--- src/rtl/dnle_pkg.sv ---
// Package for the DNS name label encoder.
// Holds the command type passed from the front classifier to the back end.
// No dependencies.
package dnle_pkg;

  typedef enum logic [1:0] {
    OP_STORE,
    OP_DROP,
    OP_FLUSH
  } op_t;

  typedef struct packed {
    op_t        op;
    logic [7:0] ch;
    logic       last;
  } cmd_t;

  localparam logic [7:0] DOT_CODE   = 8'h2E;
  localparam logic [7:0] TERMINATOR = 8'h00;

endpackage

--- src/rtl/dnle_if.sv ---
// Channel interfaces of the DNS name label encoder.
// Input channel carries characters, output channel carries encoded bytes.
// No dependencies.
interface dnle_char_if;
  logic       valid;
  logic       ready;
  logic [7:0] char_code;
  logic       end_of_name;

  modport source (output valid, output char_code, output end_of_name, input ready);
  modport sink   (input valid, input char_code, input end_of_name, output ready);
endinterface

interface dnle_byte_if;
  logic       valid;
  logic       ready;
  logic [7:0] out_byte;
  logic       last_of_run;
  logic       name_done;
  logic       overflow;

  modport source (output valid, output out_byte, output last_of_run,
                  output name_done, output overflow, input ready);
  modport sink   (input valid, input out_byte, input last_of_run,
                  input name_done, input overflow, output ready);
endinterface

--- src/rtl/dns_name_label_encoder.sv ---
// DNS name label encoder: dotted host name in, wire-format labels out.
// A dot or end of name passes through the command queue and S_FETCH, and its
// length byte is loaded into the output register in S_LEN. A flush sends the
// length byte, then the stored characters; an end of name adds the terminator
// (after a final dot, empty length bytes first) via the single output register.
// Reset clears counters, flags and queue; label store contents are undefined.
module dns_name_label_encoder
  import dnle_pkg::*;
#(
  parameter int LABEL_MAX = 32
) (
  input  logic        clk,
  input  logic        rst,
  dnle_char_if.sink   chars,
  dnle_byte_if.source labels
);

  logic q_full;
  logic q_empty;
  logic push;
  logic pop;
  cmd_t push_cmd;
  cmd_t head;

  dnle_front #(.LABEL_MAX(LABEL_MAX)) u_front (
    .clk      (clk),
    .rst      (rst),
    .chars    (chars),
    .q_full   (q_full),
    .push     (push),
    .push_cmd (push_cmd)
  );

  dnle_queue u_queue (
    .clk      (clk),
    .rst      (rst),
    .push     (push),
    .push_cmd (push_cmd),
    .full     (q_full),
    .pop      (pop),
    .head     (head),
    .empty    (q_empty)
  );

  dnle_back #(.LABEL_MAX(LABEL_MAX)) u_back (
    .clk     (clk),
    .rst     (rst),
    .head    (head),
    .q_empty (q_empty),
    .pop     (pop),
    .labels  (labels)
  );

endmodule

--- src/rtl/dnle_ram.sv ---
// Generic single write port, single read port RAM with registered read.
// No dependencies.
module dnle_ram #(
  parameter int WIDTH = 8,
  parameter int DEPTH = 32
) (
  input  logic                                   clk,
  input  logic                                   we,
  input  logic [((DEPTH > 1) ? $clog2(DEPTH) : 1)-1:0] waddr,
  input  logic [WIDTH-1:0]                       wdata,
  input  logic [((DEPTH > 1) ? $clog2(DEPTH) : 1)-1:0] raddr,
  output logic [WIDTH-1:0]                       rdata
);

  logic [WIDTH-1:0] mem [DEPTH];

  always_ff @(posedge clk) begin
    if (we) begin
      mem[waddr] <= wdata;
    end
    rdata <= mem[raddr];
  end

endmodule

--- src/rtl/dnle_queue.sv ---
// Short command queue between front and back of the label encoder.
// Depends on dnle_pkg.
module dnle_queue
  import dnle_pkg::*;
(
  input  logic clk,
  input  logic rst,
  input  logic push,
  input  cmd_t push_cmd,
  output logic full,
  input  logic pop,
  output cmd_t head,
  output logic empty
);

  localparam int DEPTH = 4;
  localparam int PW    = $clog2(DEPTH);

  cmd_t          slots [DEPTH];
  logic [PW-1:0] wptr;
  logic [PW-1:0] rptr;
  logic [PW:0]   fill;

  assign full  = (fill == (PW+1)'(DEPTH));
  assign empty = (fill == '0);
  assign head  = slots[rptr];

  always_ff @(posedge clk) begin
    if (push) begin
      slots[wptr] <= push_cmd;
    end
    if (rst) begin
      wptr <= '0;
      rptr <= '0;
      fill <= '0;
    end else begin
      if (push) wptr <= wptr + 1'b1;
      if (pop)  rptr <= rptr + 1'b1;
      case ({push, pop})
        2'b10:   fill <= fill + 1'b1;
        2'b01:   fill <= fill - 1'b1;
        default: fill <= fill;
      endcase
    end
  end

endmodule

--- src/rtl/dnle_front.sv ---
// Front of the label encoder: accepts characters and classifies each item
// as store, drop or flush. Depends on dnle_pkg and dnle_if.
module dnle_front
  import dnle_pkg::*;
#(
  parameter int LABEL_MAX = 32
) (
  input  logic         clk,
  input  logic         rst,
  dnle_char_if.sink    chars,
  input  logic         q_full,
  output logic         push,
  output cmd_t         push_cmd
);

  localparam int CW = $clog2(LABEL_MAX + 1);

  logic [CW-1:0] count;
  logic [CW-1:0] count_next;
  logic          is_dot;

  assign chars.ready = !q_full;
  assign push        = chars.valid && !q_full;
  assign is_dot      = (chars.char_code == DOT_CODE);

  always_comb begin
    push_cmd.ch   = chars.char_code;
    push_cmd.last = chars.end_of_name;
    count_next    = count;
    if (is_dot) begin
      push_cmd.op = OP_FLUSH;
      count_next  = '0;
    end else if (count < CW'(LABEL_MAX)) begin
      push_cmd.op = OP_STORE;
      count_next  = count + 1'b1;
    end else begin
      push_cmd.op = OP_DROP;
    end
    if (chars.end_of_name) begin
      count_next = '0;
    end
  end

  always_ff @(posedge clk) begin
    if (rst) begin
      count <= '0;
    end else if (push) begin
      count <= count_next;
    end
  end

endmodule

--- src/rtl/dnle_back.sv ---
// Back of the label encoder: stores label characters and replays each label
// after its length byte. Depends on dnle_pkg, dnle_if and dnle_ram.
module dnle_back
  import dnle_pkg::*;
#(
  parameter int LABEL_MAX = 32
) (
  input  logic        clk,
  input  logic        rst,
  input  cmd_t        head,
  input  logic        q_empty,
  output logic        pop,
  dnle_byte_if.source labels
);

  localparam int CW = $clog2(LABEL_MAX + 1);
  localparam int AW = (LABEL_MAX > 1) ? $clog2(LABEL_MAX) : 1;

  typedef enum logic [1:0] {
    S_FETCH,
    S_LEN,
    S_DATA,
    S_TERM
  } state_t;

  state_t        state, state_next;
  logic [CW-1:0] count, count_next;
  logic [AW-1:0] idx, idx_next;
  logic          ovf, ovf_next;
  logic          term_pend, term_pend_next;
  logic          extra, extra_next;

  logic          ovalid, ovalid_next;
  logic [7:0]    obyte, obyte_next;
  logic          olast, olast_next;
  logic          odone, odone_next;
  logic          oovf, oovf_next;

  logic          can_load;
  logic          we;
  logic [7:0]    rdata;
  logic          at_end;

  dnle_ram #(.WIDTH(8), .DEPTH(LABEL_MAX)) u_store (
    .clk   (clk),
    .we    (we),
    .waddr (count[AW-1:0]),
    .wdata (head.ch),
    .raddr (idx_next),
    .rdata (rdata)
  );

  assign can_load = !ovalid || labels.ready;
  assign at_end   = ((CW'(idx) + CW'(1)) == count);

  assign labels.valid       = ovalid;
  assign labels.out_byte    = obyte;
  assign labels.last_of_run = olast;
  assign labels.name_done   = odone;
  assign labels.overflow    = oovf;

  always_comb begin
    state_next     = state;
    count_next     = count;
    idx_next       = idx;
    ovf_next       = ovf;
    term_pend_next = term_pend;
    extra_next     = extra;
    ovalid_next    = ovalid && !labels.ready;
    obyte_next     = obyte;
    olast_next     = olast;
    odone_next     = odone;
    oovf_next      = oovf;
    pop            = 1'b0;
    we             = 1'b0;

    case (state)
      S_FETCH: begin
        if (!q_empty) begin
          pop = 1'b1;
          case (head.op)
            OP_STORE: begin
              we             = 1'b1;
              count_next     = count + 1'b1;
              term_pend_next = head.last;
              extra_next     = 1'b0;
              if (head.last) state_next = S_LEN;
            end
            OP_DROP: begin
              ovf_next       = 1'b1;
              term_pend_next = head.last;
              extra_next     = 1'b0;
              if (head.last) state_next = S_LEN;
            end
            OP_FLUSH: begin
              term_pend_next = head.last;
              extra_next     = head.last;
              state_next     = S_LEN;
            end
            default: begin
              state_next = S_FETCH;
            end
          endcase
        end
      end

      S_LEN: begin
        idx_next = '0;
        if (can_load) begin
          ovalid_next = 1'b1;
          obyte_next  = 8'(count);
          olast_next  = (count == '0) && !term_pend;
          odone_next  = 1'b0;
          oovf_next   = ovf;
          if (count != '0) begin
            state_next = S_DATA;
          end else if (extra) begin
            extra_next = 1'b0;
          end else if (term_pend) begin
            state_next = S_TERM;
          end else begin
            state_next = S_FETCH;
          end
        end
      end

      S_DATA: begin
        if (can_load) begin
          ovalid_next = 1'b1;
          obyte_next  = rdata;
          olast_next  = at_end && !term_pend;
          odone_next  = 1'b0;
          oovf_next   = ovf;
          if (at_end) begin
            count_next = '0;
            if (extra) begin
              extra_next = 1'b0;
              state_next = S_LEN;
            end else if (term_pend) begin
              state_next = S_TERM;
            end else begin
              state_next = S_FETCH;
            end
          end else begin
            idx_next = idx + 1'b1;
          end
        end
      end

      S_TERM: begin
        if (can_load) begin
          ovalid_next    = 1'b1;
          obyte_next     = TERMINATOR;
          olast_next     = 1'b1;
          odone_next     = 1'b1;
          oovf_next      = ovf;
          ovf_next       = 1'b0;
          count_next     = '0;
          term_pend_next = 1'b0;
          state_next     = S_FETCH;
        end
      end

      default: begin
        state_next = S_FETCH;
      end
    endcase
  end

  always_ff @(posedge clk) begin
    idx   <= idx_next;
    obyte <= obyte_next;
    olast <= olast_next;
    odone <= odone_next;
    oovf  <= oovf_next;
    if (rst) begin
      state     <= S_FETCH;
      count     <= '0;
      ovf       <= 1'b0;
      term_pend <= 1'b0;
      extra     <= 1'b0;
      ovalid    <= 1'b0;
    end else begin
      state     <= state_next;
      count     <= count_next;
      ovf       <= ovf_next;
      term_pend <= term_pend_next;
      extra     <= extra_next;
      ovalid    <= ovalid_next;
    end
  end

endmodule
--- src/flat_wrapper.sv ---
// flat-port wrapper written by rule: the top's interface ports become plain ports
module dns_name_label_encoder_flat import dnle_pkg::*;
#(
  parameter int LABEL_MAX = 32
)
  (clk, rst, chars_valid, chars_char_code, chars_end_of_name, chars_ready, labels_valid, labels_out_byte, labels_last_of_run, labels_name_done, labels_overflow, labels_ready);
  dnle_char_if chars_i ();
  dnle_byte_if labels_i ();
  input  logic clk;
  input  logic rst;
  input wire logic [$bits(chars_i.valid)-1:0] chars_valid;
  input wire logic [$bits(chars_i.char_code)-1:0] chars_char_code;
  input wire logic [$bits(chars_i.end_of_name)-1:0] chars_end_of_name;
  output wire logic [$bits(chars_i.ready)-1:0] chars_ready;
  output wire logic [$bits(labels_i.valid)-1:0] labels_valid;
  output wire logic [$bits(labels_i.out_byte)-1:0] labels_out_byte;
  output wire logic [$bits(labels_i.last_of_run)-1:0] labels_last_of_run;
  output wire logic [$bits(labels_i.name_done)-1:0] labels_name_done;
  output wire logic [$bits(labels_i.overflow)-1:0] labels_overflow;
  input wire logic [$bits(labels_i.ready)-1:0] labels_ready;
  assign chars_i.valid = chars_valid;
  assign chars_i.char_code = chars_char_code;
  assign chars_i.end_of_name = chars_end_of_name;
  assign chars_ready = chars_i.ready;
  assign labels_valid = labels_i.valid;
  assign labels_out_byte = labels_i.out_byte;
  assign labels_last_of_run = labels_i.last_of_run;
  assign labels_name_done = labels_i.name_done;
  assign labels_overflow = labels_i.overflow;
  assign labels_i.ready = labels_ready;
  dns_name_label_encoder #(.LABEL_MAX(LABEL_MAX)) u_core (.clk(clk), .rst(rst), .chars(chars_i), .labels(labels_i));
endmodule
--- config.mk ---
export PLATFORM = sky130hd
export DESIGN_NAME = dns_name_label_encoder_flat
export DESIGN_NICKNAME = d
export VERILOG_FILES = /design/src/rtl/dnle_pkg.sv /design/src/rtl/dnle_if.sv /design/src/rtl/dns_name_label_encoder.sv /design/src/rtl/dnle_ram.sv /design/src/rtl/dnle_queue.sv /design/src/rtl/dnle_front.sv /design/src/rtl/dnle_back.sv /design/src/flat_wrapper.sv
export SDC_FILE = /design/constraint.sdc
export NUM_CORES = 1
export LEC_CHECK = 0
export ABC_AREA = 0
export BUFFER_PORTS_ARGS = -buffer_cell sky130_fd_sc_hd__buf_2
export CORE_MARGIN = 2
export CORE_UTILIZATION = 30
export DETAILED_ROUTE_END_ITERATION = 12
export GPL_ROUTABILITY_DRIVEN = 1
export PLACE_DENSITY_LB_ADDON = 0.12
export SETUP_SLACK_MARGIN = 0.15
export SYNTH_ARGS = -nofsm -noshare
export SYNTH_HDL_FRONTEND = slang
export SYNTH_SLANG_ARGS = --single-unit
export TNS_END_PERCENT = 1
--- constraint.sdc ---
create_clock -name clk -period 4.9 [get_ports clk]
set_input_delay 0.98 -clock clk [delete_from_list [all_inputs] [get_ports clk]]
set_output_delay 0.98 -clock clk [all_outputs]
set_load 0.005 [all_outputs]
After elaboration in Yosys (flattened, before gate mapping)

Memory sizes are Yosys's and may differ from the RTL's. A register that Yosys moved wholly into a read port is not among the register bits.
Cells that the tools add are included.

Input port bits: 13
Bits in registers: 41
Memories kept: 2
Output and inout port bits: 13
RAM bits: 300

Memory list:

| memory                    | depth | width | rd ports | clocked after memory_dff | wr ports | RTL line         | RTL |
|---|---|---|---|---|---|---|---|
| u_core.u_back.u_store.mem | 32    | 8     | 1        | 1                        | 1        | dnle_ram.sv:15   | `logic [WIDTH-1:0] mem [DEPTH];` |
| u_core.u_queue.slots      | 4     | 11    | 1        | 1                        | 1        | dnle_queue.sv:19 | `cmd_t slots [DEPTH];` |

Reductions and logical operators: 34
Equal/unequal tests: 23
Order comparisons: 1
Muxes and demuxes: 63
Add/subtract/negate cells: 8

Operator list:

| kind                                                   | number |
|---|---|
| two-way mux 6 bit                                      | 8 |
| two-way mux 2 bit                                      | 13 |
| two-way mux 1 bit                                      | 25 |
| two-way mux 8 bit                                      | 3 |
| case mux 8 bit (3 select lines)                        | 1 |
| case mux 6 bit (3 select lines)                        | 1 |
| inequality test 2 bit (second input constant)          | 7 |
| AND reduction 7 bit                                    | 2 |
| adder 6 x 1 -> 6 bit (second input constant)           | 2 |
| AND reduction 4 bit                                    | 3 |
| nonzero test 3 bit                                     | 4 |
| two-way mux 5 bit                                      | 2 |
| case mux 5 bit (2 select lines)                        | 1 |
| equality test 2 bit (second input constant)            | 4 |
| equality test 8 x 6 -> 1 bit (second input constant)   | 1 |
| case mux 1 bit (2 select lines)                        | 4 |
| case mux 2 bit (4 select lines)                        | 1 |
| adder 5 x 1 -> 6 bit (second input constant)           | 1 |
| equality test 2 x 1 -> 1 bit (second input constant)   | 3 |
| equality test 6 bit                                    | 1 |
| zero test 6 bit                                        | 1 |
| < comparator 6 bit (second input constant)             | 1 |
| inequality test 2 x 1 -> 1 bit (second input constant) | 3 |
| inequality test 3 x 2 -> 1 bit (second input constant) | 2 |
| other kinds (21)                                       | 35 |

Depth between registers and ports, before layout

Word-level depth: 6
Gate-level depth with buffers: 14

Modules after synthesis

Synthesis repeated with hierarchy kept, for this count alone.

Cells, all modules: 778
Area, all modules: 14290.0 µm²

Modules (own cells, without submodules):

| module     | times used | cells an instance | area an instance (µm²) | sequential area each (µm²) |
|---|---|---|---|---|
| dnle_ram   | 1          | 417               | 10053.4                | 7847.5 |
| dnle_queue | 1          | 104               | 2023.2                 | 1501.4 |
| dnle_back  | 1          | 200               | 1731.7                 | 670.6 |
| dnle_front | 1          | 57                | 481.7                  | 120.1 |

Least setup slack after synthesis

No wires, ideal clock.

Path type: input port to flip-flop
Start point: input labels_ready
End point: register u_core.u_back.u_store.rdata[6], read port of u_core.u_back.u_store.mem
Arrival: 3050 ps
Data required time: 4812 ps
Setup slack: 1762 ps
Cell stages on the path: 9
Cell sequence: nand2b_1 clkbuf_1 nand2_1 o311a_4 o211ai_2 buf_6 nor3_1 or4_1 nor4_2

Word-level cells in the longest chain between the ends: 3

Ends and longest elaborated chain:

| element                         | RTL line           | RTL |
|---|---|---|
| start: declaration              | flat_wrapper.sv:20 | `input wire logic [$bits(labels_i.ready)-1:0] labels_ready;` |
| logical OR 1 bit                | dnle_back.sv:53    | `assign can_load = !ovalid \|\| labels.ready;` |
| two-way mux 5 bit               | dnle_back.sv:128   | `if (can_load) begin` |
| case mux 5 bit (2 select lines) | dnle_back.sv:77    | `case (state)` |
| end: declaration                | dnle_ram.sv:12     | `output logic [WIDTH-1:0] rdata` |

Every way passes these cells.
A chain may end at the register's enable or synchronous reset.

Worst setup path after layout

Start point: register u_core.u_back.idx[0]
End point: register u_core.u_back.u_store.rdata[3], read port of u_core.u_back.u_store.mem

Word-level cells in the longest chain between the ends: 5
Elaborated cells on any way between the ends: 6
Those cells by class: 2 x add/sub; 1 x eq/ne; 3 x mux

Ends and longest elaborated chain:

| element                             | RTL line         | RTL |
|---|---|---|
| start: declaration                  | dnle_back.sv:28  | `logic [AW-1:0] idx, idx_next;` |
| start signal: assignment            | dnle_back.sv:171 | `idx <= idx_next;` |
| adder 5 x 1 -> 6 bit                | dnle_back.sv:54  | `assign at_end = ((CW'(idx) + CW'(1)) == count);` |
| equality test 6 bit                 | dnle_back.sv:54  |  |
| two-way mux 5 bit                   | dnle_back.sv:134 | `if (at_end) begin` |
| two-way mux 5 bit                   | dnle_back.sv:128 |  |
| case mux 5 bit (2 select lines) (*) | dnle_back.sv:77  |  |

Mark *: on every way between the ends. The rest lies on a longest branch, timed or not.

==> summary.md <==
| Metric | Value |
|---|---|
| Most frequent cells in the layout | `edfxtp_1, nor2_1, mux2i_1` |
| Final Hold Violating Endpoints | `0` |
| Worst-path fanout max | `22` |
| Worst path arrival time | `4.46 ns` |
| PwrDens | `~470 nW/um^2` |
| Sequential area share after synthesis | `between 60% and 70%` |
| Post-Synthesis Cells | `1,001` |
| CP required | `approximately 5.4 ns` |
| Vias | `8,448` |
| Reg2Reg Depth | `11` |
| First-pass GRT wire length | `approximately 56 mm` |
| Setup Skew | `approximately 0.019 ns` |
| Clock buffer count from CTS | `between 40 and 50` |
| GRT Total Usage | `roughly 15%` |
| RSZ-0062 raised after global routing | `no` |
| DP Worst Slack | `0.922 ns` |
| Worst setup margin | `0.897 ns` |
| TritonCTS clock tree | `yes` |
| Leakage Power | `roughly 5.4 nW` |
| Cells along the critical path | `ha_1 > nor2_1 > o21ai_0 > a31o_2 > a21oi_2 > o221ai_4 > buf_4 > mux2_2 > nor3_1 > or4_1 > nor4_2` |
| Largest family of logic cells by synthesized area | `simple AND/OR/NAND/NOR gates` |
| Synth Area in Compound Gates | `under 10%` |
| Clk slew on worst S/H paths | `0.06 ns` |
| Largest delay share family, worst path | `compound AO/OA/AOI/OAI gates` |
| Vias in the first global route | `8,503` |
| Post-Syn Nets | `1,030` |
| Status | `finished, final reports clean` |
| Startpoint types | `flop` |
| CTS Root Cell | `clkbuf_16` |
| Synth async-reset ratio | `0%` |
| Tmin final | `between 4 and 5 ns` |
| Commonest non-fill, non-tap cell in the layout | `edfxtp_1` |
| Avg Inst Size Synth | `14.8 um^2` |
| Initial antenna violation count | `0` |
| Post-CTS sizing | `0` |
| Post-Synth XOR/XNOR Area | `~1.1%` |
| Drt initial violations | `between 500 and 600` |
| Core Rows | `81` |
| FF-to-FF setup slack | `approximately 0.90 ns` |
| Layout area overhead | `15.7%` |
| Crit Path Class | `reg2reg` |
| Critical path endpoint category | `flop` |
| Mapped Area | `around 15,000 um^2` |
| Clock sink count | `around 350` |
| NumNets Final | `~1,100` |
| CORE AREA | `approximately 50,000 um^2` |
| Peak supply drop | `around 0.26 mV` |
| DRT Pass-1 Iters | `4` |
| Synthesis Warnings | `0` |
| Fin. max-slew vios | `0` |
| Port Buffers | `25` |
| Synth Flop Type | `edfxtp_1` |
| Period Utilization, post-route | `between 80% and 90%` |
| DR WL/cell | `21.5 um` |
| Proportion of synthesized area in mux cells | `between 8 and 9%` |
| Drc violations | `0` |
| Crit path depth | `11` |
| H-tree levels | `2` |
| #FFs+latches synth | `between 300 and 400` |
| Netlist cell types | `69` |
| Synth Area in Simple Gates | `a little under an eighth` |
| Area share of fa/ha/maj cells after synthesis | `1.40%` |
| # fillers | `between 4,000 and 5,000` |
| Grt ovf | `0` |
| Die width | `approximately 230 um` |
| ANT cells | `0` |
| Post-Route WL | `~38 mm` |
| Slowest stage delay, CP | `between 0.6 and 0.7 ns` |
| DP HPWL | `approximately 24 mm` |
| EDFF count, synth | `roughly 310` |
| Maxcap violations | `0` |
| Post-CTS Setup Bufs | `0` |
| Crit path to | `u_core.u_back.u_store.rdata[3]` |
| Setup Total Neg Slack | `0 ns` |
| Die height | `between 200 and 250 um` |
| Max transition margin | `roughly two fifths` |
| Worst r2r src | `u_core.u_back.idx[0]` |
| DRT antenna net count | `0` |
| Worst-margin pin slew | `between 0.9 and 1 ns` |
| Ports | `26` |
| HP Class | `reg2reg` |
| Worst Hold Slack | `roughly 0.46 ns` |
| F_max | `approximately 0.25 GHz` |
| Critical path launch point | `u_core.u_back.idx[0]` |
| Share of layout cells above drive strength 1 | `between 10% and 20%` |
| Die area | `~50,000 um^2` |
| Reg-to-Reg End | `u_core.u_back.u_store.rdata[3]` |
| Worst path bufs/invs | `1` |
| Clock latency on the worst-skew pair | `0.56 ns` |
| Hold-fix buffers at CTS | `0` |
| Effective utilization at floorplan | `between 30% and 40%` |
| Vias per cell | `just under 5` |
| Clock buffer depth | `3` |
| Final setup fails | `0` |
| Pin count of the biggest net entering global routing | `a little under 60` |
| GPL Wtd Cong | `0.790` |
| Worst path slowest cell | `or4_1` |
-- power breakdown --
group / switching (mW) / internal (mW) / leakage, nW / total, mW
sequential: 0.103 / 3.74 / 3.14 / 3.84
clock: 1.23 / 1.77 / 0.649 / 2.99
combinational: 0.839 / 0.308 / 1.61 / 1.15
total: 2.17 / 5.81 / 5.40 / 7.98
-- layout make-up --
class	instances	area (um^2)	share of cell area, %
inverters	17	63.8	0.372
multi-input cells	580	4360	25.4
clock inverters	21	203	1.18
repair buffers	65	438	2.55
clock buffers	53	1110	6.48
flip-flops and latches	351	10100	59.2
well taps	664	831	4.85
-- worst min-delay path by stage --
| stage | from | to | cells past startpoint | slack [ns] |
|---|---|---|---|---|
| 3_3_place_gp | u_core.u_back.ovf | u_core.u_back.labels.overflow | 0 | 0.45 |
| 5_1_grt | u_core.u_back.ovf | u_core.u_back.labels.overflow | 0 | 0.47 |
| 4_1_cts | u_core.u_back.ovf | u_core.u_back.labels.overflow | 0 | 0.47 |
| 2_1_floorplan | u_core.u_back.ovf | u_core.u_back.labels.overflow | 0 | 0.43 |
| 6_report | u_core.u_back.ovf | u_core.u_back.labels.overflow | 0 | 0.46 |
| 3_5_place_dp | u_core.u_back.ovf | u_core.u_back.labels.overflow | 0 | 0.45 |
-- metal layers --
metal / up-vias / track usage [%] / share of wire [%]
met4: 0 / 4.75 / 2.7
met3: 57 / 2.64 / 3.7
met2: 149 / 23.6 / 46
li1: 3978 / - / -
met1: 4264 / 21.0 / 48
met5: - / 0 / 0
-- flip-flops by register name, indices dropped and copies added (netlist names), 2 cells and up, named ones only --
name,cells
u_core.u_back.u_store.mem,256
u_core.u_queue.slots,44
u_core.u_back.labels.out_byte,8
u_core.u_back.u_store.rdata,8
u_core.u_back.count,6
u_core.u_front.count,6
u_core.u_back.idx,5
u_core.u_queue.fill,3
u_core.u_back.state,2
u_core.u_queue.rptr,2
u_core.u_queue.wptr,2
-- cells in the mapped netlist (3+ instances only) --
| master | instances | share of area [%] |
|---|---|---|
| nand2_1 | 36 | 0.91 |
| or4_1 | 16 | 0.81 |
| clkbuf_1 | 18 | 0.46 |
| a211oi_1 | 17 | 0.86 |
| dfxtp_1 | 40 | 5.4 |
| nand4_1 | 6 | 0.25 |
| xnor2_1 | 10 | 0.59 |
| edfxtp_1 | 311 | 63 |
| buf_6 | 4 | 0.30 |
| nor2_1 | 89 | 2.3 |
| o211ai_1 | 17 | 0.86 |
| nand2b_1 | 25 | 1.1 |
| nand3_1 | 13 | 0.44 |
| and2_1 | 39 | 1.6 |
| a21oi_1 | 20 | 0.68 |
| o21ai_0 | 16 | 0.54 |
| nor3_1 | 19 | 0.64 |
| o32ai_1 | 8 | 0.47 |
| a32o_1 | 9 | 0.61 |
| and3_1 | 6 | 0.25 |
| ha_1 | 15 | 1.3 |
| xor2_1 | 9 | 0.53 |
| o21bai_1 | 3 | 0.15 |
| buf_4 | 5 | 0.25 |
| nor4_1 | 19 | 0.80 |
| buf_2 | 23 | 0.78 |
| mux2_1 | 4 | 0.30 |
| a211o_1 | 3 | 0.18 |
| inv_1 | 15 | 0.38 |
| or2_2 | 5 | 0.21 |
| a2111oi_0 | 17 | 1.0 |
| nor4_2 | 8 | 0.68 |
| mux2_2 | 36 | 2.7 |
| nor2b_1 | 4 | 0.17 |
| mux2i_1 | 58 | 3.9 |
| mux4_2 | 11 | 1.7 |
| nand3b_1 | 3 | 0.15 |
| or3_1 | 5 | 0.21 |
| buf_1 | 3 | 0.076 |
-- logic make-up after synthesis --
kind of cell | count (synthesis)
flops | 351
simple gates | 307
compound gates | 129
mux | 109
buf+inv | 70
xor+xnor | 19
fa+ha+maj | 16
-- metrics by stage --
step	cell area, um^2	std cells	power, mW	utilization (%)
after floorplan	14800	1001	4.52	-
after global placement	15800	1677	5.08	32.4
after detailed placement	15800	1677	5.08	32.4
after CTS	17100	1751	8.11	35.1
after global routing	17100	1751	8.32	35.1
final	17100	1751	7.98	35.1
(Power assumes the default switching activity.)
